File: src/design/lmws_pkg.sv
// shared constants, types and register codes for the local map window shift block
// no dependencies; compiled first
`timescale 1ns / 1ps
`default_nettype none

package lmws_pkg;

  // default geometry
  localparam int COORD_BITS_DEF = 32;
  localparam int AXES_DEF       = 3;
  localparam int MAX_AXES       = 3;

  // configuration field widths
  localparam int CL_BITS   = 21;
  localparam int DR_BITS   = 21;
  localparam int MF_BITS   = 12;
  localparam int THR_BITS  = 25;
  localparam int MOV_BITS  = 25;
  localparam int HALF_BITS = 20;
  localparam int MOVA_BITS = 21;
  localparam int THRB_BITS = 20;

  localparam int CFG_IDX_BITS  = 2;
  localparam int CFG_DATA_BITS = 21;

  // register reset values
  localparam logic [CL_BITS-1:0] CUBE_LENGTH_RST  = 21'd200000;
  localparam logic [DR_BITS-1:0] DETECT_RANGE_RST = 21'd300000;
  localparam logic [MF_BITS-1:0] MOVE_FACTOR_RST  = 12'd384;
  localparam logic [MF_BITS-1:0] MF_UNITY         = 12'd256;

  // reciprocal multipliers: floor(x/10) for x < 2^26, floor(x/5) for x < 2^23
  localparam logic [23:0] DIV10_MUL   = 24'd13421773;
  localparam int          DIV10_SHIFT = 27;
  localparam logic [22:0] DIV5_MUL    = 23'd6710887;
  localparam int          DIV5_SHIFT  = 25;

  // cycles for derived values to settle after a register write
  localparam int          STL_BITS      = 3;
  localparam logic [STL_BITS-1:0] SETTLE_CYCLES = 3'd5;

  typedef enum logic [CFG_IDX_BITS-1:0] {
    REG_CUBE_LENGTH  = 2'd0,
    REG_DETECT_RANGE = 2'd1,
    REG_MOVE_FACTOR  = 2'd2
  } cfg_reg_t;

  // derived window parameters
  typedef struct packed {
    logic                 busy;
    logic [THR_BITS-1:0]  thr;
    logic [MOV_BITS-1:0]  mov;
    logic [CL_BITS-1:0]   cl;
    logic [HALF_BITS-1:0] half_lo;
    logic [CL_BITS-1:0]   half_hi;
  } prm_t;

  // per-item result control, evaluator to result buffer
  typedef struct packed {
    logic                load;
    logic [MAX_AXES-1:0] hit;
    logic [MAX_AXES-1:0] low;
  } rslt_ctl_t;

endpackage

`default_nettype wire

File: src/design/lmws_cfg_if.sv
// configuration write channel: register index and write data
// depends on lmws_pkg
`timescale 1ns / 1ps
`default_nettype none

interface lmws_cfg_if import lmws_pkg::*; ();
  logic                     valid;
  logic                     ready;
  logic [CFG_IDX_BITS-1:0]  index;
  logic [CFG_DATA_BITS-1:0] data;

  modport source (output valid, output index, output data, input ready);
  modport sink   (input valid, input index, input data, output ready);
endinterface

`default_nettype wire

File: src/design/lmws_cfg.sv
// configuration registers and the registered pipeline deriving threshold and move distance
// depends on lmws_pkg, lmws_cfg_if
`timescale 1ns / 1ps
`default_nettype none

module lmws_cfg import lmws_pkg::*; (
  input  logic       clk,
  input  logic       rst_n,
  lmws_cfg_if.sink   cfg_bus,
  output prm_t       prm
);

  logic [CL_BITS-1:0]   cl_r;
  logic [DR_BITS-1:0]   dr_r;
  logic [MF_BITS-1:0]   mf_r;
  logic [STL_BITS-1:0]  stl_cnt_r;

  logic [THR_BITS-1:0]  thr_a_r;
  logic [THRB_BITS-1:0] thr_b_r;
  logic [MOV_BITS-1:0]  mov_b_r;
  logic [HALF_BITS-1:0] half_lo_r;
  logic [CL_BITS-1:0]   half_hi_r;
  logic [THR_BITS-1:0]  thr_r;
  logic [22:0]          z_r;
  logic [MOVA_BITS-1:0] mov_a_r;
  logic [MOV_BITS-1:0]  mov_r;

  logic [MF_BITS+DR_BITS-1:0] prod_a;
  logic [MF_BITS+DR_BITS-1:0] prod_m;
  logic [MF_BITS-1:0]         mf_ex;
  logic [CL_BITS+1:0]         x3;
  logic [46:0]                prod_b;
  logic [CL_BITS:0]           y_w;
  logic [24:0]                y9;
  logic [45:0]                prod_z;

  assign cfg_bus.ready = 1'b1;

  always_ff @(posedge clk) begin
    if (!rst_n) begin
      cl_r      <= CUBE_LENGTH_RST;
      dr_r      <= DETECT_RANGE_RST;
      mf_r      <= MOVE_FACTOR_RST;
      stl_cnt_r <= SETTLE_CYCLES;
    end else if (cfg_bus.valid) begin
      stl_cnt_r <= SETTLE_CYCLES;
      case (cfg_bus.index)
        REG_CUBE_LENGTH:  cl_r <= cfg_bus.data[CL_BITS-1:0];
        REG_DETECT_RANGE: dr_r <= cfg_bus.data[DR_BITS-1:0];
        REG_MOVE_FACTOR:  mf_r <= cfg_bus.data[MF_BITS-1:0];
        default: ;
      endcase
    end else if (stl_cnt_r != '0) begin
      stl_cnt_r <= stl_cnt_r - 1'b1;
    end
  end

  // stage 1: products
  always_comb begin
    mf_ex  = (mf_r > MF_UNITY) ? (mf_r - MF_UNITY) : '0;
    prod_a = {{DR_BITS{1'b0}}, mf_r} * {{MF_BITS{1'b0}}, dr_r};
    prod_m = {{DR_BITS{1'b0}}, mf_ex} * {{MF_BITS{1'b0}}, dr_r};
    x3     = {2'b00, cl_r} + {1'b0, cl_r, 1'b0};
    prod_b = {24'b0, x3} * {23'b0, DIV10_MUL};
  end

  // stage 3: cube_length - 2*thr, times 9, over 4
  always_comb begin
    y_w = {1'b0, cl_r} - {1'b0, thr_r[THRB_BITS-1:0], 1'b0};
    y9  = {1'b0, y_w[CL_BITS-1:0], 3'b000} + {4'b0000, y_w[CL_BITS-1:0]};
  end

  // stage 4: divide by 5
  assign prod_z = {23'b0, z_r} * {23'b0, DIV5_MUL};

  always_ff @(posedge clk) begin
    thr_a_r   <= prod_a[MF_BITS+DR_BITS-1:8];
    mov_b_r   <= prod_m[MF_BITS+DR_BITS-1:8];
    thr_b_r   <= prod_b[DIV10_SHIFT +: THRB_BITS];
    half_lo_r <= cl_r[CL_BITS-1:1];
    half_hi_r <= {1'b0, cl_r[CL_BITS-1:1]} + {{(CL_BITS-1){1'b0}}, cl_r[0]};
    thr_r     <= (thr_a_r < {{(THR_BITS-THRB_BITS){1'b0}}, thr_b_r}) ?
                 thr_a_r : {{(THR_BITS-THRB_BITS){1'b0}}, thr_b_r};
    z_r       <= y9[24:2];
    mov_a_r   <= prod_z[DIV5_SHIFT +: MOVA_BITS];
    mov_r     <= (mov_b_r > {{(MOV_BITS-MOVA_BITS){1'b0}}, mov_a_r}) ?
                 mov_b_r : {{(MOV_BITS-MOVA_BITS){1'b0}}, mov_a_r};
  end

  assign prm.busy    = (stl_cnt_r != '0);
  assign prm.thr     = thr_r;
  assign prm.mov     = mov_r;
  assign prm.cl      = cl_r;
  assign prm.half_lo = half_lo_r;
  assign prm.half_hi = half_hi_r;

endmodule

`default_nettype wire

File: src/flat_wrapper.sv
// flat-port wrapper written by rule: the top's interface ports become plain ports
module lmws_cfg_flat import lmws_pkg::*;
  (clk, rst_n, prm, cfg_bus_valid, cfg_bus_index, cfg_bus_data, cfg_bus_ready);
  lmws_cfg_if cfg_bus_i ();
  input  logic clk;
  input  logic rst_n;
  output prm_t prm;
  input wire logic [$bits(cfg_bus_i.valid)-1:0] cfg_bus_valid;
  input wire logic [$bits(cfg_bus_i.index)-1:0] cfg_bus_index;
  input wire logic [$bits(cfg_bus_i.data)-1:0] cfg_bus_data;
  output wire logic [$bits(cfg_bus_i.ready)-1:0] cfg_bus_ready;
  assign cfg_bus_i.valid = cfg_bus_valid;
  assign cfg_bus_i.index = cfg_bus_index;
  assign cfg_bus_i.data = cfg_bus_data;
  assign cfg_bus_ready = cfg_bus_i.ready;
  lmws_cfg u_core (.clk(clk), .rst_n(rst_n), .cfg_bus(cfg_bus_i), .prm(prm));
endmodule
File: config.mk
export PLATFORM = sky130hd
export DESIGN_NAME = lmws_cfg_flat
export DESIGN_NICKNAME = d
export VERILOG_FILES = /design/src/design/lmws_pkg.sv /design/src/design/lmws_cfg_if.sv /design/src/design/lmws_cfg.sv /design/src/flat_wrapper.sv
export SDC_FILE = /design/constraint.sdc
export NUM_CORES = 2
export LEC_CHECK = 0
export BUFFER_PORTS_ARGS = -buffer_cell sky130_fd_sc_hd__buf_2
export CORE_ASPECT_RATIO = 1.75
export CORE_MARGIN = 4
export CORE_UTILIZATION = 35
export CTS_CLUSTER_SIZE = 14
export DETAILED_ROUTE_END_ITERATION = 10
export PLACE_DENSITY_LB_ADDON = 0.15
export SLEW_MARGIN = 40
export SYNTH_ARGS = -nofsm -noshare
export SYNTH_HDL_FRONTEND = slang
export SYNTH_SLANG_ARGS = --single-unit
export TNS_END_PERCENT = 50
File: constraint.sdc
create_clock -name clk -period 8.7 [get_ports clk]
set_clock_uncertainty 0.2 [all_clocks]
set_input_delay 0.435 -clock clk [delete_from_list [all_inputs] [get_ports clk]]
set_output_delay 0.435 -clock clk [all_outputs]
set_load 0.1 [all_outputs]
==> impl_metrics.json <==
{
  "die-area_um2": 125000,
  "synthArstFlopShare_pct": 0,
  "fin_crit_sh_pct": 98.1,
  "globalRouteTotalUtil_pct": 20.4,
  "rows": 167,
  "yosys.area.top_type": "fa_1",
  "gp_congestion": 0.928,
  "ios": 140,
  "numCtsBuffers": 31,
  "ff2ff_path_depth": 33,
  "drt_pass1_iterations": 6,
  "nets": 6040,
  "antenna_found_initial": 1,
  "maxCapViolations": 0,
  "slowest_stage": "fa_1",
  "synth_edf_count": 0,
  "cts_tree": "built",
  "cpPeakStageDelay_ns": 0.56,
  "portBuffers": 138,
  "cp.required_ns": 9.07,
  "routed_wl_um": 124000,
  "synth.most_common_cell": "inv_1",
  "placed_cells": 6087,
  "synth.ff_latch_count": 262,
  "grt_overflow": 0,
  "grt_pass1_vias": 33800,
  "start_util_pct": 35.2,
  "status": "finished, final reports clean",
  "ys_types": 74,
  "synth_top_area_share_pct": 35.1,
  "drv_slew": 0,
  "max_freq_mhz": 117,
  "final-setup-viol-count": 0,
  "final_cells": 6175,
  "drc": 0,
  "grt_pass1_wl_um": 194000,
  "antennaDiodeCount": 0,
  "min-delay-start": "rst_n",
  "grt_setup_unrepaired": "true",
  "cp-start-kind": "flop",
  "whs_path_depth": 2,
  "synth.avg_cell_area_um2": 9.49,
  "final_layout_size_suffix_gt1_share_pct": 10.2,
  "h-tree-depth": 1,
  "netlist_area_um2": 41600,
  "clock-sinks": 262,
  "relSlewSlack_pct": 43.1,
  "synth_common_cells": "inv_1, fa_1, ha_1, nand2_1, dfxtp_1",
  "r2r_slack_ns": 0.16,
  "grt_max_degree": 56,
  "crit_path_frequent_cell": "fa_1",
  "dp_hpwl_um": 107000,
  "wl_per_cell_um": 20.1,
  "dieHeight_um": 464,
  "syn_inst": 4383,
  "clock-root-buffer": "clkbuf_16",
  "min_period_ns": 8.54,
  "antenna_left": 0,
  "critPathArrivalTime_ns": 8.91,
  "finalHoldViolations": 0,
  "fp.dieW_um": 269,
  "reg2reg_from": "u_core.cl_r[10]$_SDFFE_PN1P_",
  "path_class": "reg -> reg",
  "timing.hold.ws_ns": 0.0568,
  "tightestPinTransition_ns": 0.852,
  "hold_path.class": "in -> reg",
  "r2r-end": "u_core.thr_b_r[18]$_DFF_P_",
  "yosysWarnings": 0,
  "num_vias": 29800,
  "clk_pin_slew_ns": 0.07,
  "end_kind": "flop",
  "drt_iter0_markers": 1045,
  "ys_seq_area_share_pct": 12.6,
  "holdPathEnd": "u_core.cl_r[16]$_SDFFE_PN1P_",
  "ys_dominant_reg_cell": "dfxtp_1",
  "vias_per_cell": 4.83,
  "cts_buffer_depth": 3,
  "ys_top_cells_by_area": "fa_1, ha_1, dfxtp_1, inv_1, nand2_1",
  "coreArea_um2": 118000,
  "clock_latency_ns": 0.64,
  "area_growth_pct": 12.1,
  "crit_path_max_fanout": 5
}
-- kinds of logic after synthesis --
| kind of cell | synth area share (%) |
|---|---|
| adder cells (fa/ha/maj) | 54.8 |
| buffers and inverters | 10.1 |
| AND/OR/NAND/NOR | 11.3 |
| AO/OA/AOI/OAI | 6.57 |
| flip-flops | 12.6 |
| XOR/XNOR | 3.39 |
| multiplexers | 1.18 |
| other | 0.0181 |
-- cell type report --
class | instances | area (um2)
clock buffers | 38 | 842
fillers | 12000 | 71600
multi-input cells | 3009 | 32400
repair buffers | 336 | 2270
clock inverters | 18 | 267
inverters | 991 | 3720
flip-flops and latches | 262 | 5270
well taps | 1521 | 1900
-- through the flow --
step / area, um2 / utilization [%] / setup WS [ns] / setup TNS (ns)
after global routing: 46600 / 39.4 / -0.230 / -0.947
after global placement: 45000 / 38.1 / -0.283 / -1.09
after CTS: 46400 / 39.3 / 0.000637 / 0
after detailed placement: 45100 / 38.1 / -0.290 / -1.12
after floorplan: 41600 / - / 0.00242 / 0
final: 46600 / 39.4 / 0.163 / 0
-- worst max-delay path by stage --
stage                                       to                         start  depth (start not counted)  slack [ns]
floorplan           u_core.thr_b_r[19]$_DFF_P_   u_core.cl_r[3]$_SDFFE_PN0P_                         33       0.002
global placement    u_core.thr_b_r[18]$_DFF_P_   u_core.cl_r[1]$_SDFFE_PN0P_                         37       -0.28
detailed placement  u_core.thr_b_r[18]$_DFF_P_   u_core.cl_r[1]$_SDFFE_PN0P_                         37       -0.29
CTS                 u_core.thr_b_r[19]$_DFF_P_   u_core.cl_r[1]$_SDFFE_PN0P_                         37      0.0006
global route        u_core.thr_b_r[18]$_DFF_P_  u_core.cl_r[10]$_SDFFE_PN1P_                         33       -0.23
finish              u_core.thr_b_r[18]$_DFF_P_  u_core.cl_r[10]$_SDFFE_PN1P_                         33        0.16
-- what timing repair did --
item | 4_1_cts | 5_1_grt
resized for setup | 6 | 32
hold endpoints to repair | 44 | 0
setup endpoints to repair | 5 | 12
hold buffers | 24 | 0
setup buffers | 1 | 6
pin swaps | 2 | 25
-- registers in the layout (all words and copies together), names as in the netlist --
register	count
u_core.mov_b_r	25
u_core.mov_r	25
u_core.thr_a_r	25
u_core.thr_r	25
u_core.z_r	23
u_core.cl_r	21
u_core.dr_r	21
u_core.half_hi_r	21
u_core.mov_a_r	21
u_core.half_lo_r	20
u_core.thr_b_r	20
u_core.mf_r	12
u_core.stl_cnt_r	3
-- critical path: cells and delay by family (launching register included) --
kind                     cells  cell delay [ns]
flip-flops                   1             0.33
AND/OR/NAND/NOR              6             1.37
AO/OA/AOI/OAI               10             1.77
adder cells (fa/ha/maj)      9             4.01
XOR/XNOR                     1             0.13
buffers and inverters        7             0.69
-- cell usage in the layout (no fill, tap or decap), types with 6 or more instances in the layout --
master / instances
fa_1: 728
a21o_1: 67
nor2b_1: 25
o21ai_0: 51
or3_1: 11
and3_1: 17
o211ai_1: 13
mux2_2: 41
dfxtp_1: 245
or2_2: 6
o21a_1: 26
clkbuf_16: 31
a21boi_0: 40
a211oi_1: 11
buf_4: 171
dlygate4sd3_1: 24
nor2_1: 93
nand2_1: 526
nor3_1: 38
inv_1: 988
xor2_1: 55
nor4_1: 7
ha_1: 650
conb_1: 6
nand3_1: 54
buf_2: 137
a21oi_1: 103
nand4_1: 18
o21bai_1: 15
nand2b_1: 21
dfxtp_2: 15
and2_1: 151
a31oi_1: 10
xnor2_1: 104
-- routing by layer --
layer	GRT usage [%]	part of all wire [%]	wire length [um]	vias to the layer above
li1	-	-	-	14100
met1	21.2	35	43600	15000
met2	41.7	58	71500	536
met3	1.51	2.7	3390	199
met4	7.31	4.5	5520	0
met5	0	0	0	-
Power is not shown: default switching activity piles up to over one toggle a cycle in this logic, so the estimate is an artifact.
