<file path="src/design/lmws_pkg.sv">
// shared constants, types and register codes for the local map window shift block
// no dependencies; compiled first
`timescale 1ns / 1ps
`default_nettype none

package lmws_pkg;

  // default geometry
  localparam int COORD_BITS_DEF = 32;
  localparam int AXES_DEF       = 3;
  localparam int MAX_AXES       = 3;

  // configuration field widths
  localparam int CL_BITS   = 21;
  localparam int DR_BITS   = 21;
  localparam int MF_BITS   = 12;
  localparam int THR_BITS  = 25;
  localparam int MOV_BITS  = 25;
  localparam int HALF_BITS = 20;
  localparam int MOVA_BITS = 21;
  localparam int THRB_BITS = 20;

  localparam int CFG_IDX_BITS  = 2;
  localparam int CFG_DATA_BITS = 21;

  // register reset values
  localparam logic [CL_BITS-1:0] CUBE_LENGTH_RST  = 21'd200000;
  localparam logic [DR_BITS-1:0] DETECT_RANGE_RST = 21'd300000;
  localparam logic [MF_BITS-1:0] MOVE_FACTOR_RST  = 12'd384;
  localparam logic [MF_BITS-1:0] MF_UNITY         = 12'd256;

  // reciprocal multipliers: floor(x/10) for x < 2^26, floor(x/5) for x < 2^23
  localparam logic [23:0] DIV10_MUL   = 24'd13421773;
  localparam int          DIV10_SHIFT = 27;
  localparam logic [22:0] DIV5_MUL    = 23'd6710887;
  localparam int          DIV5_SHIFT  = 25;

  // cycles for derived values to settle after a register write
  localparam int          STL_BITS      = 3;
  localparam logic [STL_BITS-1:0] SETTLE_CYCLES = 3'd5;

  typedef enum logic [CFG_IDX_BITS-1:0] {
    REG_CUBE_LENGTH  = 2'd0,
    REG_DETECT_RANGE = 2'd1,
    REG_MOVE_FACTOR  = 2'd2
  } cfg_reg_t;

  // derived window parameters
  typedef struct packed {
    logic                 busy;
    logic [THR_BITS-1:0]  thr;
    logic [MOV_BITS-1:0]  mov;
    logic [CL_BITS-1:0]   cl;
    logic [HALF_BITS-1:0] half_lo;
    logic [CL_BITS-1:0]   half_hi;
  } prm_t;

  // per-item result control, evaluator to result buffer
  typedef struct packed {
    logic                load;
    logic [MAX_AXES-1:0] hit;
    logic [MAX_AXES-1:0] low;
  } rslt_ctl_t;

endpackage

`default_nettype wire

</file>
<file path="src/design/lmws_out_if.sv">
// result channel: removed slab beat
// depends on lmws_pkg
`timescale 1ns / 1ps
`default_nettype none

interface lmws_out_if import lmws_pkg::*; #(
  parameter int COORD_BITS = COORD_BITS_DEF
) ();
  logic                         valid;
  logic                         ready;
  logic signed [COORD_BITS-1:0] rm_min_x;
  logic signed [COORD_BITS-1:0] rm_min_y;
  logic signed [COORD_BITS-1:0] rm_min_z;
  logic signed [COORD_BITS-1:0] rm_max_x;
  logic signed [COORD_BITS-1:0] rm_max_y;
  logic signed [COORD_BITS-1:0] rm_max_z;
  logic                         last_box;

  modport source (output valid, output rm_min_x, output rm_min_y, output rm_min_z,
                  output rm_max_x, output rm_max_y, output rm_max_z, output last_box,
                  input ready);
  modport sink   (input valid, input rm_min_x, input rm_min_y, input rm_min_z,
                  input rm_max_x, input rm_max_y, input rm_max_z, input last_box,
                  output ready);
endinterface

`default_nettype wire

</file>
<file path="src/design/lmws_rbuf.sv">
// result buffer: packs one position's removed slabs, drained one beat a cycle while ready
// depends on lmws_pkg, lmws_out_if
`timescale 1ns / 1ps
`default_nettype none

module lmws_rbuf import lmws_pkg::*; #(
  parameter int COORD_BITS = COORD_BITS_DEF,
  parameter int AXES       = AXES_DEF
) (
  input  logic                                 clk,
  input  logic                                 rst_n,
  input  rslt_ctl_t                            ctl,
  input  logic [MAX_AXES-1:0][COORD_BITS-1:0]  old_lo,
  input  logic [MAX_AXES-1:0][COORD_BITS-1:0]  old_hi,
  input  logic [MAX_AXES-1:0][COORD_BITS-1:0]  rm_val,
  output logic                                 room,
  lmws_out_if.source                           out_bus
);

  localparam int CNT_BITS = $clog2(AXES + 1);
  localparam int IDX_BITS = (AXES > 1) ? $clog2(AXES) : 1;

  typedef struct packed {
    logic [MAX_AXES-1:0][COORD_BITS-1:0] mn;
    logic [MAX_AXES-1:0][COORD_BITS-1:0] mx;
    logic                                last;
  } slab_t;

  slab_t               ent_r   [AXES];
  slab_t               ent_nxt [AXES];
  slab_t               ld_ent  [AXES];
  slab_t               cand    [MAX_AXES];
  logic [CNT_BITS-1:0] cnt_r;
  logic [CNT_BITS-1:0] cnt_nxt;
  logic [CNT_BITS-1:0] ld_cnt;
  logic                out_fire;

  assign out_fire = out_bus.valid && out_bus.ready;
  assign room     = (cnt_r == '0) || ((cnt_r == CNT_BITS'(1)) && out_bus.ready);

  // slab per shifted axis: old box with its own axis cut at the moved face
  always_comb begin
    for (int i = 0; i < MAX_AXES; i++) begin
      cand[i].mn   = old_lo;
      cand[i].mx   = old_hi;
      if (ctl.low[i]) begin
        cand[i].mn[i] = rm_val[i];
      end else begin
        cand[i].mx[i] = rm_val[i];
      end
      cand[i].last = ctl.hit[i] && ((ctl.hit >> (i + 1)) == '0);
    end
  end

  // pack shifted axes in x, y, z order
  always_comb begin : p_pack
    logic [CNT_BITS-1:0] slot;
    slot = '0;
    for (int k = 0; k < AXES; k++) begin
      ld_ent[k] = '0;
    end
    for (int i = 0; i < AXES; i++) begin
      if (ctl.hit[i]) begin
        ld_ent[slot[IDX_BITS-1:0]] = cand[i];
        slot = slot + 1'b1;
      end
    end
    ld_cnt = slot;
  end

  always_comb begin
    cnt_nxt = cnt_r;
    ent_nxt = ent_r;
    if (ctl.load) begin
      cnt_nxt = ld_cnt;
      ent_nxt = ld_ent;
    end else if (out_fire) begin
      cnt_nxt = cnt_r - 1'b1;
      for (int k = 0; k < AXES - 1; k++) begin
        ent_nxt[k] = ent_r[k + 1];
      end
    end
  end

  always_ff @(posedge clk) begin
    if (!rst_n) begin
      cnt_r <= '0;
    end else begin
      cnt_r <= cnt_nxt;
    end
  end

  always_ff @(posedge clk) begin
    ent_r <= ent_nxt;
  end

  assign out_bus.valid    = (cnt_r != '0);
  assign out_bus.rm_min_x = ent_r[0].mn[0];
  assign out_bus.rm_min_y = ent_r[0].mn[1];
  assign out_bus.rm_min_z = ent_r[0].mn[2];
  assign out_bus.rm_max_x = ent_r[0].mx[0];
  assign out_bus.rm_max_y = ent_r[0].mx[1];
  assign out_bus.rm_max_z = ent_r[0].mx[2];
  assign out_bus.last_box = ent_r[0].last;

  a_cnt_bound: assert property (@(posedge clk) disable iff (!rst_n)
    cnt_r <= CNT_BITS'(AXES))
    else $error("result buffer count beyond depth");

  a_tail_is_last: assert property (@(posedge clk) disable iff (!rst_n)
    (cnt_r == CNT_BITS'(1)) |-> ent_r[0].last)
    else $error("final pending slab not marked last");

  a_load_has_room: assert property (@(posedge clk) disable iff (!rst_n)
    ctl.load |-> room)
    else $error("slabs loaded over undelivered beats");

endmodule

`default_nettype wire

</file>
<file path="src/flat_wrapper.sv">
// flat-port wrapper written by rule: the top's interface ports become plain ports
module lmws_rbuf_flat import lmws_pkg::*;
#(
  parameter int COORD_BITS = COORD_BITS_DEF,
  parameter int AXES       = AXES_DEF
)
  (clk, rst_n, ctl, old_lo, old_hi, rm_val, room, out_bus_valid, out_bus_rm_min_x, out_bus_rm_min_y, out_bus_rm_min_z, out_bus_rm_max_x, out_bus_rm_max_y, out_bus_rm_max_z, out_bus_last_box, out_bus_ready);
  lmws_out_if #(.COORD_BITS(COORD_BITS)) out_bus_i ();
  input  logic clk;
  input  logic rst_n;
  input  rslt_ctl_t ctl;
  input  logic [MAX_AXES-1:0][COORD_BITS-1:0] old_lo;
  input  logic [MAX_AXES-1:0][COORD_BITS-1:0] old_hi;
  input  logic [MAX_AXES-1:0][COORD_BITS-1:0] rm_val;
  output logic room;
  output wire logic [$bits(out_bus_i.valid)-1:0] out_bus_valid;
  output wire logic [$bits(out_bus_i.rm_min_x)-1:0] out_bus_rm_min_x;
  output wire logic [$bits(out_bus_i.rm_min_y)-1:0] out_bus_rm_min_y;
  output wire logic [$bits(out_bus_i.rm_min_z)-1:0] out_bus_rm_min_z;
  output wire logic [$bits(out_bus_i.rm_max_x)-1:0] out_bus_rm_max_x;
  output wire logic [$bits(out_bus_i.rm_max_y)-1:0] out_bus_rm_max_y;
  output wire logic [$bits(out_bus_i.rm_max_z)-1:0] out_bus_rm_max_z;
  output wire logic [$bits(out_bus_i.last_box)-1:0] out_bus_last_box;
  input wire logic [$bits(out_bus_i.ready)-1:0] out_bus_ready;
  assign out_bus_valid = out_bus_i.valid;
  assign out_bus_rm_min_x = out_bus_i.rm_min_x;
  assign out_bus_rm_min_y = out_bus_i.rm_min_y;
  assign out_bus_rm_min_z = out_bus_i.rm_min_z;
  assign out_bus_rm_max_x = out_bus_i.rm_max_x;
  assign out_bus_rm_max_y = out_bus_i.rm_max_y;
  assign out_bus_rm_max_z = out_bus_i.rm_max_z;
  assign out_bus_last_box = out_bus_i.last_box;
  assign out_bus_i.ready = out_bus_ready;
  lmws_rbuf #(.COORD_BITS(COORD_BITS), .AXES(AXES)) u_core (.clk(clk), .rst_n(rst_n), .ctl(ctl), .old_lo(old_lo), .old_hi(old_hi), .rm_val(rm_val), .room(room), .out_bus(out_bus_i));
endmodule
</file>
<file path="config.mk">
export PLATFORM = sky130hd
export DESIGN_NAME = lmws_rbuf_flat
export DESIGN_NICKNAME = d
export VERILOG_FILES = /design/src/design/lmws_pkg.sv /design/src/design/lmws_out_if.sv /design/src/design/lmws_rbuf.sv /design/src/flat_wrapper.sv
export SDC_FILE = /design/constraint.sdc
export NUM_CORES = 1
export LEC_CHECK = 0
export ABC_CLOCK_PERIOD_IN_PS = 10800
export BUFFER_PORTS_ARGS = -buffer_cell sky130_fd_sc_hd__buf_2
export CORE_UTILIZATION = 35
export CTS_CLUSTER_DIAMETER = 120
export DETAILED_ROUTE_END_ITERATION = 16
export PLACE_DENSITY = 0.61
export SYNTH_ARGS = -nofsm -noshare
export SYNTH_HDL_FRONTEND = slang
export SYNTH_SLANG_ARGS = --single-unit
export TNS_END_PERCENT = 50
</file>
<file path="constraint.sdc">
create_clock -name clk -period 10.8 [get_ports clk]
set_input_delay 2.16 -clock clk [delete_from_list [all_inputs] [get_ports clk]]
set_output_delay 2.16 -clock clk [all_outputs]
set_load 0.02 [all_outputs]
</file>
==> results of run 1 <==
[report_power, final]
group	total, uW	internal (uW)	switching (uW)
clock network	2230	1260	970
registers	2820	2760	61.9
logic	840	301	539
[cells by family after synthesis]
logic type,after synthesis,synth area share [%]
AND/OR/NAND/NOR,819,14.5
flip-flops,581,59.6
AO/OA/AOI/OAI,429,12.0
buffers and inverters,407,8.62
multiplexers,129,4.97
adder cells (fa/ha/maj),6,0.257
XOR/XNOR,3,0.0899
[path summary, 6_finish.rpt]
path	start	cells after the start	to
max	ctl[5]	6	u_core.ent_r[286]$_DFFE_PP_
min	u_core.ent_r[98]$_SDFFCE_PN0P_	1	u_core.ent_r[291]$_DFFE_PP_
max reg2reg	u_core.cnt_r[0]$_SDFFE_PN0P_	6	u_core.ent_r[260]$_DFFE_PP_
min reg2reg	u_core.ent_r[98]$_SDFFCE_PN0P_	1	u_core.ent_r[291]$_DFFE_PP_
[stage by stage]
stage / util [%] / total power [uW] / area, um2
floorplan: - / 3500 / 29200
global placement: 37.5 / 3690 / 30900
detailed placement: 37.5 / 3710 / 30900
CTS: 40.1 / 5960 / 33000
global route: 40.1 / 6110 / 33000
finish: 40.1 / 5890 / 33000
[routing by layer]
layer / global-route usage, % / up-vias
li1: - / 9208
met1: 22.8 / 9988
met2: 29.8 / 854
met3: 5.89 / 164
met4: 6.76 / 38
met5: 0 / -
[area by class of cell]
cell class | count | area [um2] | share of cell area (%)
diodes | 12 | 30.0 | 0.0909
clock buffers | 89 | 1880 | 5.68
clock inverters | 36 | 259 | 0.784
inverters | 7 | 26.3 | 0.0795
multi-input cells | 1386 | 9370 | 28.3
flip-flops and latches | 581 | 17400 | 52.7
well taps | 1070 | 1340 | 4.05
repair buffers | 520 | 2720 | 8.24
[critical path, stage by stage]
cell,delay (ps)
buf_4,510
buf_4,680
and2_4,890
buf_4,800
nand2_1,170
a31oi_1,210
[registers in the layout, summed over array words and instances (netlist names)]
register,cells
u_core.cnt_r,2
u_core.ent_r,386
u_core.out_bus.last_box,1
u_core.out_bus.rm_max_x,32
u_core.out_bus.rm_max_y,32
u_core.out_bus.rm_max_z,32
u_core.out_bus.rm_min_x,32
u_core.out_bus.rm_min_y,32
u_core.out_bus.rm_min_z,32
[placed cells by master (no fill, tap or decap), types with 2 or more instances in the layout]
master      count
o21ai_0        34
nand2_1       165
mux2_2        129
nor2_1        129
and3_1        128
clkbuf_1       16
nor2b_1       192
clkinv_1       15
buf_4          26
clkinv_2       11
buf_2         490
clkinvlp_4      2
inv_1           5
xnor2_1         2
ha_1            5
buf_12          3
clkbuf_16      72
a21oi_1         3
a22o_1         64
a31oi_1       128
dfxtp_1         2
diode_2        12
and2_4          2
and2_2          2
and2_1         64
inv_2           2
inv_6           2
edfxtp_1      579
o211ai_1        2
inv_16          3
a41oi_1        32
a21boi_4        2
a221o_1       160
nand3_1       128
==> reports/metrics.cfg, run 1 <==
[grt]
grt_max_degree=207
grt_usage_pct=18.4
overflow=0
grt_pass1_vias=19800
antenna_found_initial=33
grt_pass1_wl_mm=122

[clock_network]
path_clk_slew_ps=60
insertion_delay_ps=610
root_buffer=clkbuf_16
cts_made_buffers=70
postCtsHoldBufs=0
cts_resized=0
cts.htree.levels=3
cts_tree=built
clock_sinks=581
cts_buffer_depth=3
post_cts_buffers=0

[sta]
setup_viol=0
hold_ws_ps=535
slew_viol_final=0
rsz0062_at_grt=false
finalSetupTns_ps=0
finalWorstSetupSlack_ps=5650
slew_headroom_pct=17.0
clock_skew_ps=23.2
fin_crit_sh_pct=47.7
fmax_mhz=194
hold_viol=0
fin_crit_ps=5150
worst_pin_slew_ps=1240

[power_and_ir_drop]
ir_drop_uv=105
power_density_nw_per_um2=178
p_leak_uw=0.0126

[run]
maxCapViolCount=0

[synth]
synth_top_area_share_pct=59.5
ys.flop_type=edfxtp_1
postSynthAreaPerCell_um2=12.3
synth.most_common_cell=edfxtp_1
synth_largest_area_cell=edfxtp_1
synthesis.nets=2678
synth_cell_types=37
synth-edff-count=579
synth.area.top_cells=edfxtp_1 59%, a221o_1 5.5%, buf_4 5.0%
synth_warnings=0
netlist_instances=2374
synth_seq_cells=581
syn_area_um2=29200
synth_common_cells=579 x edfxtp_1, 194 x buf_4, 192 x nor2b_1
synthArstFlopShare_pct=0
yosysSeqAreaShare_pct=59.6

[die]
dieArea_um2=84700
ios=493
coreArea_um2=82400
die_y_um=291
rows=105
chipWidth_um=291
start_util_pct=35.5

[place]
place_congestion=0.821
place_ws_ps=5040
numPlacedInstances=3564
hpwl_mm=48.1
place.port_buffers=492

[critical_path]
path_class=input pin to flop
end_kind=flop
critPathArrivalTime_ps=5600
critPathMaxFanout=73
crit_required_ps=11250
rrSetupSlack_ps=7370
critPathLaunchType=input pin

[finish]
drive_above_1_share_pct=29.0
area_growth_pct=13.0
nFillCells=7757
final_cells=3701
nets=2870

[routing]
routedLengthMet1_mm=32.4
drc_errors=0
wl_met2_mm=38.8
vias=20300
drt-initial-drc-count=1635
vias_per_cell=5.47
drt-pass1-iter-count=5
topRoutingLayerUsed=met5
wl_met3_mm=7.36
wl_mm=81.0
final_antenna_net_count=0
routedWlPerCell_um=21.9

[worst_hold_path]
hold_class=flop to flop

[status]
status=finished clean

No activity file was read; power rests on OpenSTA's default activity.
==> inputs of run 2 (changes only) <==
--- a/config.mk
+++ b/config.mk
@@ -5,12 +5,13 @@
 export SDC_FILE = /design/constraint.sdc
 export NUM_CORES = 1
 export LEC_CHECK = 0
-export ABC_CLOCK_PERIOD_IN_PS = 10800
+export ABC_AREA = 1
+export ABC_CLOCK_PERIOD_IN_PS = 4300
 export BUFFER_PORTS_ARGS = -buffer_cell sky130_fd_sc_hd__buf_2
 export CORE_UTILIZATION = 35
 export CTS_CLUSTER_DIAMETER = 120
 export DETAILED_ROUTE_END_ITERATION = 16
-export PLACE_DENSITY = 0.61
+export PLACE_DENSITY = 0.63
 export SYNTH_ARGS = -nofsm -noshare
 export SYNTH_HDL_FRONTEND = slang
 export SYNTH_SLANG_ARGS = --single-unit
==> constraint.sdc (replaced) <==
create_clock -name clk -period 4.3 [get_ports clk]
set_input_delay 0.86 -clock clk [delete_from_list [all_inputs] [get_ports clk]]
set_output_delay 0.86 -clock clk [all_outputs]
set_load 0.02 [all_outputs]
==> run 2 against run 1 <==
Sequential share of layout area decreased by 4.6 points. Worst setup slack got worse by 4000 ps. Non-clock buffer count rose by 27. Final area up 9.6%. Routed wire length rose by 17%. Critical path type unchanged. Critical path depth up 3.
==> reports/metrics.cfg, run 2 <==
[worst_hold_path]
hold_class=input pin to flop  ; was flop to flop

[routing]
routedWlPerCell_um=17.9  ; was 21.9 um
wl_mm=95.2  ; was 81.0 mm
final_antenna_net_count=0  ; unchanged
vias_per_cell=4.93  ; was 5.47
wl_met2_mm=44.8  ; was 38.8 mm
routedLengthMet1_mm=39.1  ; was 32.4 mm
drt-initial-drc-count=2177  ; was 1635
drc_errors=0  ; unchanged
topRoutingLayerUsed=met5  ; unchanged
vias=26300  ; was 20300
drt-pass1-iter-count=8  ; was 5
wl_met3_mm=7.71  ; was 7.36 mm

[critical_path]
crit_required_ps=4760  ; was 11250 ps
path_class=input pin to flop  ; unchanged
critPathMaxFanout=37  ; was 73
critPathArrivalTime_ps=3100  ; was 5600 ps
path_buf_inv=4  ; was 3
cp_cell_sequence=buf_2 -> inv_2 -> ha_1 -> nand2_4 -> nand2_2 -> inv_2 -> buf_4 -> nand3_1 -> nand3_1  ; was buf_4 -> buf_4 -> and2_4 -> buf_4 -> nand2_1 -> a31oi_1
cp_slowest_stage_delay_ps=480  ; was 890 ps
end_kind=flop  ; unchanged
cp_slowest_cell=inv_2  ; was and2_4
critPathLaunchType=input pin  ; unchanged
critPathTopFamily=buffers and inverters  ; unchanged

[finish]
final_common_cell=nand2_1  ; was edfxtp_1
stdcell_area_um2=36200  ; was 33000 um2
largest_reg_flops=386  ; unchanged
layout_common_cells=1402 x nand2_1, 579 x edfxtp_1, 501 x nor2_1  ; was 579 x edfxtp_1, 490 x buf_2, 192 x nor2b_1
largest_register=u_core.ent_r  ; unchanged
nets=4383  ; was 2870
area_growth_pct=13.8  ; was 13.0%
drive_above_1_share_pct=16.0  ; was 29.0%
final_cells=5330  ; was 3701

[power_and_ir_drop]
power_density_nw_per_um2=420  ; was 178 nW/um2
p_seq_share_pct=46.7  ; was 47.8%
ir_drop_uv=248  ; was 105 uV
p_switching_uw=4300  ; was 1570 uW
p_leak_uw=0.0166  ; was 0.0126 uW
p_comb_share_pct=15.5  ; was 14.3%
clkPwrFrac_pct=37.9  ; about the same
p_int_uw=10900  ; was 4320 uW
switching_share_pct=28.3  ; was 26.7%

[run]
maxCapViolCount=0  ; unchanged

[die]
start_util_pct=35.4  ; was 35.5%
chipWidth_um=304  ; was 291 um
dieArea_um2=92200  ; was 84700 um2
ios=493  ; unchanged
coreArea_um2=90000  ; was 82400 um2
die_y_um=304  ; was 291 um
rows=110  ; was 105

[status]
status=finished clean  ; unchanged

[place]
place_congestion=0.839  ; was 0.821
place_ws_ps=1080  ; was 5040 ps
hpwl_mm=59.6  ; was 48.1 mm
place.port_buffers=492  ; unchanged
placed_area_um2=34000  ; was 30900 um2
numPlacedInstances=5182  ; was 3564

[synth]
synth_seq_cells=581  ; unchanged
synth.area.top_cells=edfxtp_1 55%, nand2_1 17%, nor2_1 5.9%  ; was edfxtp_1 59%, a221o_1 5.5%, buf_4 5.0%
synth_cell_types=24  ; was 37
netlist_instances=3890  ; was 2374
synth_warnings=0  ; unchanged
yosysSeqAreaShare_pct=54.7  ; was 59.6%
synthesis.nets=4194  ; was 2678
synthArstFlopShare_pct=0  ; unchanged
synth.most_common_cell=nand2_1  ; was edfxtp_1
postSynthAreaPerCell_um2=8.18  ; was 12.3 um2
synth_top_area_share_pct=54.6  ; was 59.5%
ys.flop_type=edfxtp_1  ; unchanged
synth-edff-count=579  ; unchanged
synth_common_cells=1407 x nand2_1, 579 x edfxtp_1, 501 x nor2_1  ; was 579 x edfxtp_1, 194 x buf_4, 192 x nor2b_1
synth_largest_area_cell=edfxtp_1  ; unchanged
syn_area_um2=31800  ; was 29200 um2

[clock_network]
cts.htree.levels=3  ; unchanged
cts_made_buffers=71  ; was 70
clock_sinks=581  ; unchanged
cts_resized=0  ; unchanged
cts_tree=built  ; unchanged
path_clk_slew_ps=60  ; about the same
postCtsHoldBufs=0  ; unchanged
insertion_delay_ps=610  ; about the same
root_buffer=clkbuf_16  ; unchanged
cts_buffer_depth=3  ; unchanged
post_cts_buffers=0  ; unchanged

[sta]
slew_headroom_pct=30.2  ; was 17.0%
fmax_mhz=379
rsz0062_at_grt=false  ; unchanged
fin_crit_sh_pct=61.4
setup_viol=0  ; unchanged
finalSetupTns_ps=0  ; unchanged
hold_ws_ps=489  ; was 535 ps
slew_viol_final=0  ; unchanged
hold_viol=0  ; unchanged
worst_pin_slew_ps=1050  ; was 1240 ps
finalWorstSetupSlack_ps=1660  ; was 5650 ps
clock_skew_ps=27.5  ; was 23.2 ps
fin_crit_ps=2640

[grt]
grt_pass1_vias=24400  ; was 19800
overflow=0  ; unchanged
grt_usage_pct=20.0  ; was 18.4%
antenna_found_initial=43  ; was 33
grt_pass1_wl_mm=143  ; was 122 mm
grt_max_degree=228  ; was 207

-- run 2: metrics by stage --
stage,total power [uW],utilization [%]
after floorplan,8910,-
after global placement,9540,37.7
after CTS,15400,40.2
after global routing,15900,40.2
final,15200,40.2
after detailed placement,9570,37.7
-- run 2: kinds of logic after synthesis --
family,share of synthesized area (%)
buffers and inverters,10.9
flip-flops,54.7
adder cells (fa/ha/maj),0.236
AO/OA/AOI/OAI,6.11
AND/OR/NAND/NOR,28.0
-- run 2: per-layer routing --
metal	vias to the layer above	track usage, %
met5	-	0
met4	38	8.57
met3	205	4.86
met2	1045	31.9
met1	12200	25.8
li1	12800	-
-- run 2: power groups by stage --
stage / Sequential, uW / Clock [uW] / Combinational, uW
after floorplan: 7180 / 0 / 1730
after global placement: 7210 / 0 / 2330
after detailed placement: 7220 / 0 / 2360
after CTS: 7110 / 5900 / 2360
after global routing: 7150 / 6090 / 2610
final: 7100 / 5760 / 2350
-- run 2: area by class of cell --
cell class	count	area [um2]
fillers	9088	53800
flip-flops and latches	581	17400
multi-input cells	2636	11000
repair buffers	547	3160
clock buffers	90	1870
well taps	1176	1470
inverters	242	916
clock inverters	37	318
diodes	21	52.6
-- run 2: path summary, 6_finish.rpt --
path | start | endpoint | slack (ps) | depth (start not counted)
max | ctl[3] | u_core.out_bus.rm_min_z[16]$_DFFE_PP_ | 1660 | 9
min | rst_n | u_core.cnt_r[0]$_SDFFE_PN0P_ | 490 | 3
max reg2reg | u_core.cnt_r[0]$_SDFFE_PN0P_ | u_core.ent_r[231]$_DFFE_PP_ | 1860 | 6
min reg2reg | u_core.ent_r[24]$_SDFFCE_PN0P_ | u_core.ent_r[217]$_DFFE_PP_ | 500 | 2
-- run 2: tightest hold or removal path: stages --
cell     delay (ps)
buf_2           100
nand2_1          60
nor2_1           30
==> inputs of run 3 (changes only) <==
--- a/config.mk
+++ b/config.mk
@@ -5,8 +5,8 @@
 export SDC_FILE = /design/constraint.sdc
 export NUM_CORES = 1
 export LEC_CHECK = 0
-export ABC_AREA = 1
-export ABC_CLOCK_PERIOD_IN_PS = 4300
+export ABC_AREA = 0
+export ABC_CLOCK_PERIOD_IN_PS = 2320
 export BUFFER_PORTS_ARGS = -buffer_cell sky130_fd_sc_hd__buf_2
 export CORE_UTILIZATION = 35
 export CTS_CLUSTER_DIAMETER = 120
==> constraint.sdc (replaced) <==
create_clock -name clk -period 2.32 [get_ports clk]
set_input_delay 0.464 -clock clk [delete_from_list [all_inputs] [get_ports clk]]
set_output_delay 0.464 -clock clk [all_outputs]
set_load 0.02 [all_outputs]
==> run 3 against run 2 <==
Worst hold slack got worse by 360 ps. Critical path depth down 4. Non-clock buffer count up 18. Worst setup slack lost 1500 ps. Clock power increased by 84%. Via count fell by 23%. Routed wire length is 14% lower. Power grew 83%. Utilization is 0.93 points higher. Highest routed layer unchanged. Global-route usage shrank 1.3 points. Combinational power is 77% higher. Clock-buffer cell count is 10 lower.
==> reports/metrics.cfg, run 3 (synthesis gave the netlist of run 1 again) <==
[clock_network]
cts.htree.levels=3  ; unchanged
cts_made_buffers=68  ; was 71
path_clk_slew_ps=60  ; about the same
postCtsHoldBufs=0  ; unchanged
cts_resized=0  ; unchanged
clock_sinks=581  ; unchanged
cts_tree=built  ; unchanged
insertion_delay_ps=590  ; was 610 ps
post_cts_buffers=0  ; unchanged
cts_buffer_depth=3  ; unchanged
root_buffer=clkbuf_16  ; unchanged

[critical_path]
reg2regPathDepth=6  ; unchanged
endpoint=room  ; was u_core.out_bus.rm_min_z[16]$_DFFE_PP_
crit_required_ps=1860  ; was 4760 ps
r2r_start=u_core.cnt_r[0]$_SDFFE_PN0P_  ; unchanged
path_class=flop to output port  ; was input pin to flop
rrSetupSlack_ps=370  ; was 1860 ps
end_kind=output port  ; was flop
startpoint=u_core.cnt_r[0]$_SDFFE_PN0P_  ; was ctl[3]
critPathArrivalTime_ps=1660  ; was 3100 ps
critPathMaxFanout=3  ; was 37
critPathLaunchType=flop  ; was input pin
reg2reg_to=u_core.out_bus.rm_max_x[15]$_DFFE_PP_  ; was u_core.ent_r[231]$_DFFE_PP_

[worst_hold_path]
hold_class=input pin to flop  ; unchanged

[grt]
grt_pass1_wl_mm=123  ; was 143 mm
grt_pass1_vias=19500  ; was 24400
overflow=0  ; unchanged
grt_usage_pct=18.7  ; was 20.0%
antenna_found_initial=17  ; was 43
grt_max_degree=129  ; was 228

[die]
rows=105  ; was 110
dieArea_um2=84700  ; was 92200 um2
die_y_um=291  ; was 304 um
start_util_pct=35.5  ; was 35.4%
ios=493  ; unchanged
coreArea_um2=82400  ; was 90000 um2
chipWidth_um=291  ; was 304 um

[run]
maxCapViolCount=0  ; unchanged

[sta]
hold_viol=0  ; unchanged
slew_headroom_pct=44.8  ; was 30.2%
fin_crit_ps=2120
fmax_mhz=471
fin_crit_sh_pct=91.4
worst_pin_slew_ps=829  ; was 1050 ps
rsz0062_at_grt=false  ; unchanged
clock_skew_ps=15.1  ; was 27.5 ps
slew_viol_final=0  ; unchanged
setup_viol=0  ; unchanged

[routing]
drc_errors=0  ; unchanged
routedWlPerCell_um=21.9  ; was 17.9 um
final_antenna_net_count=0  ; unchanged
vias_per_cell=5.43  ; was 4.93
wl_mm=81.8  ; was 95.2 mm
drt-initial-drc-count=1881  ; was 2177
vias=20300  ; was 26300
drt-pass1-iter-count=5  ; was 8

[finish]
stdcell_area_um2=33900  ; was 36200 um2
nFillCells=7721  ; was 9088
nets=2913  ; was 4383
area_growth_pct=16.0  ; was 13.8%
layout_common_cells=579 x edfxtp_1, 490 x buf_2, 191 x nor2b_1  ; was 1402 x nand2_1, 579 x edfxtp_1, 501 x nor2_1
largest_register=u_core.ent_r  ; unchanged
drive_above_1_share_pct=30.2  ; was 16.0%
utilization_pct=41.2  ; was 40.2%
largest_reg_flops=386  ; unchanged
final_common_cell=edfxtp_1  ; was nand2_1
final_cells=3739  ; was 5330

[power_and_ir_drop]
p_leak_uw=0.0130  ; was 0.0166 uW
power_density_nw_per_um2=822  ; was 420 nW/um2
ir_drop_uv=540  ; was 248 uV

[place]
place.port_buffers=492  ; unchanged
hpwl_mm=50.7  ; was 59.6 mm
numPlacedInstances=3609  ; was 5182
placed_area_um2=31700  ; was 34000 um2
place_congestion=0.791  ; was 0.839

[status]
status=finished clean  ; unchanged

-- run 3: cell count changes in the layout (fill, tap and decap cells not counted), moves of 191 or more --
cell / previous run / this run
inv_1: 233 / 5
nand3_1: 339 / 128
a21oi_1: 219 / 3
nor2_1: 501 / 129
nand2_1: 1402 / 165
nor2b_1: 0 / 191
-- run 3: per-stage QoR --
stage	hold WS [ps]	setup WS (ps)	TNS [ps]	power [uW]
global route	109	170	0	28900
detailed placement	534	-21.4	-174	17500
CTS	77.4	144	0	28100
global placement	528	59.9	0	17400
floorplan	525	-1730	-668260	16300
finish	128	199	0	27900
-- run 3: layout make-up --
type	count	area (um2)	share of cell area [%]
Antenna cell	13	32.5	0.0959
Clock buffer	80	1770	5.21
Clock inverter	37	378	1.11
Inverter	7	26.3	0.0775
Multi-Input combinational cell	1386	9360	27.6
Sequential cell	581	17400	51.4
Tap cell	1070	1340	3.95
Timing Repair Buffer	565	3570	10.5
-- run 3: report_power, final --
group	internal (uW)	total [uW]	switching [uW]
logic	1580	4150	2560
clock network	6220	10600	4370
registers	12800	13100	309
-- run 3: worst min-delay path by stage --
stage,cells past startpoint,startpoint,slack (ps),endpoint
final,2,rst_n,130,u_core.cnt_r[1]$_SDFFE_PN0P_
after global routing,2,rst_n,110,u_core.cnt_r[1]$_SDFFE_PN0P_
after CTS,2,rst_n,80,u_core.cnt_r[1]$_SDFFE_PN0P_
after global placement,1,u_core.ent_r[7]$_SDFFCE_PN0P_,530,u_core.ent_r[200]$_DFFE_PP_
after detailed placement,1,u_core.ent_r[7]$_SDFFCE_PN0P_,530,u_core.ent_r[200]$_DFFE_PP_
after floorplan,1,u_core.ent_r[193]$_DFFE_PP_,520,u_core.out_bus.last_box$_DFFE_PP_
-- run 3: critical path: stages (launching register included) --
cell	delay [ps]
dfxtp_1	370
inv_1	60
ha_1	220
inv_1	130
nand2_1	110
buf_2	180
-- run 3: layer usage --
layer / wire length (um) / vias up / track usage, % / share of wire [%]
met4: 2170 / 12 / 6.67 / 2.7
met2: 38500 / 863 / 29.7 / 47
li1: - / 9286 / - / -
met3: 6780 / 135 / 4.06 / 8.3
met5: 74 / - / 0 / 0.090
met1: 34300 / 10000 / 25.1 / 42
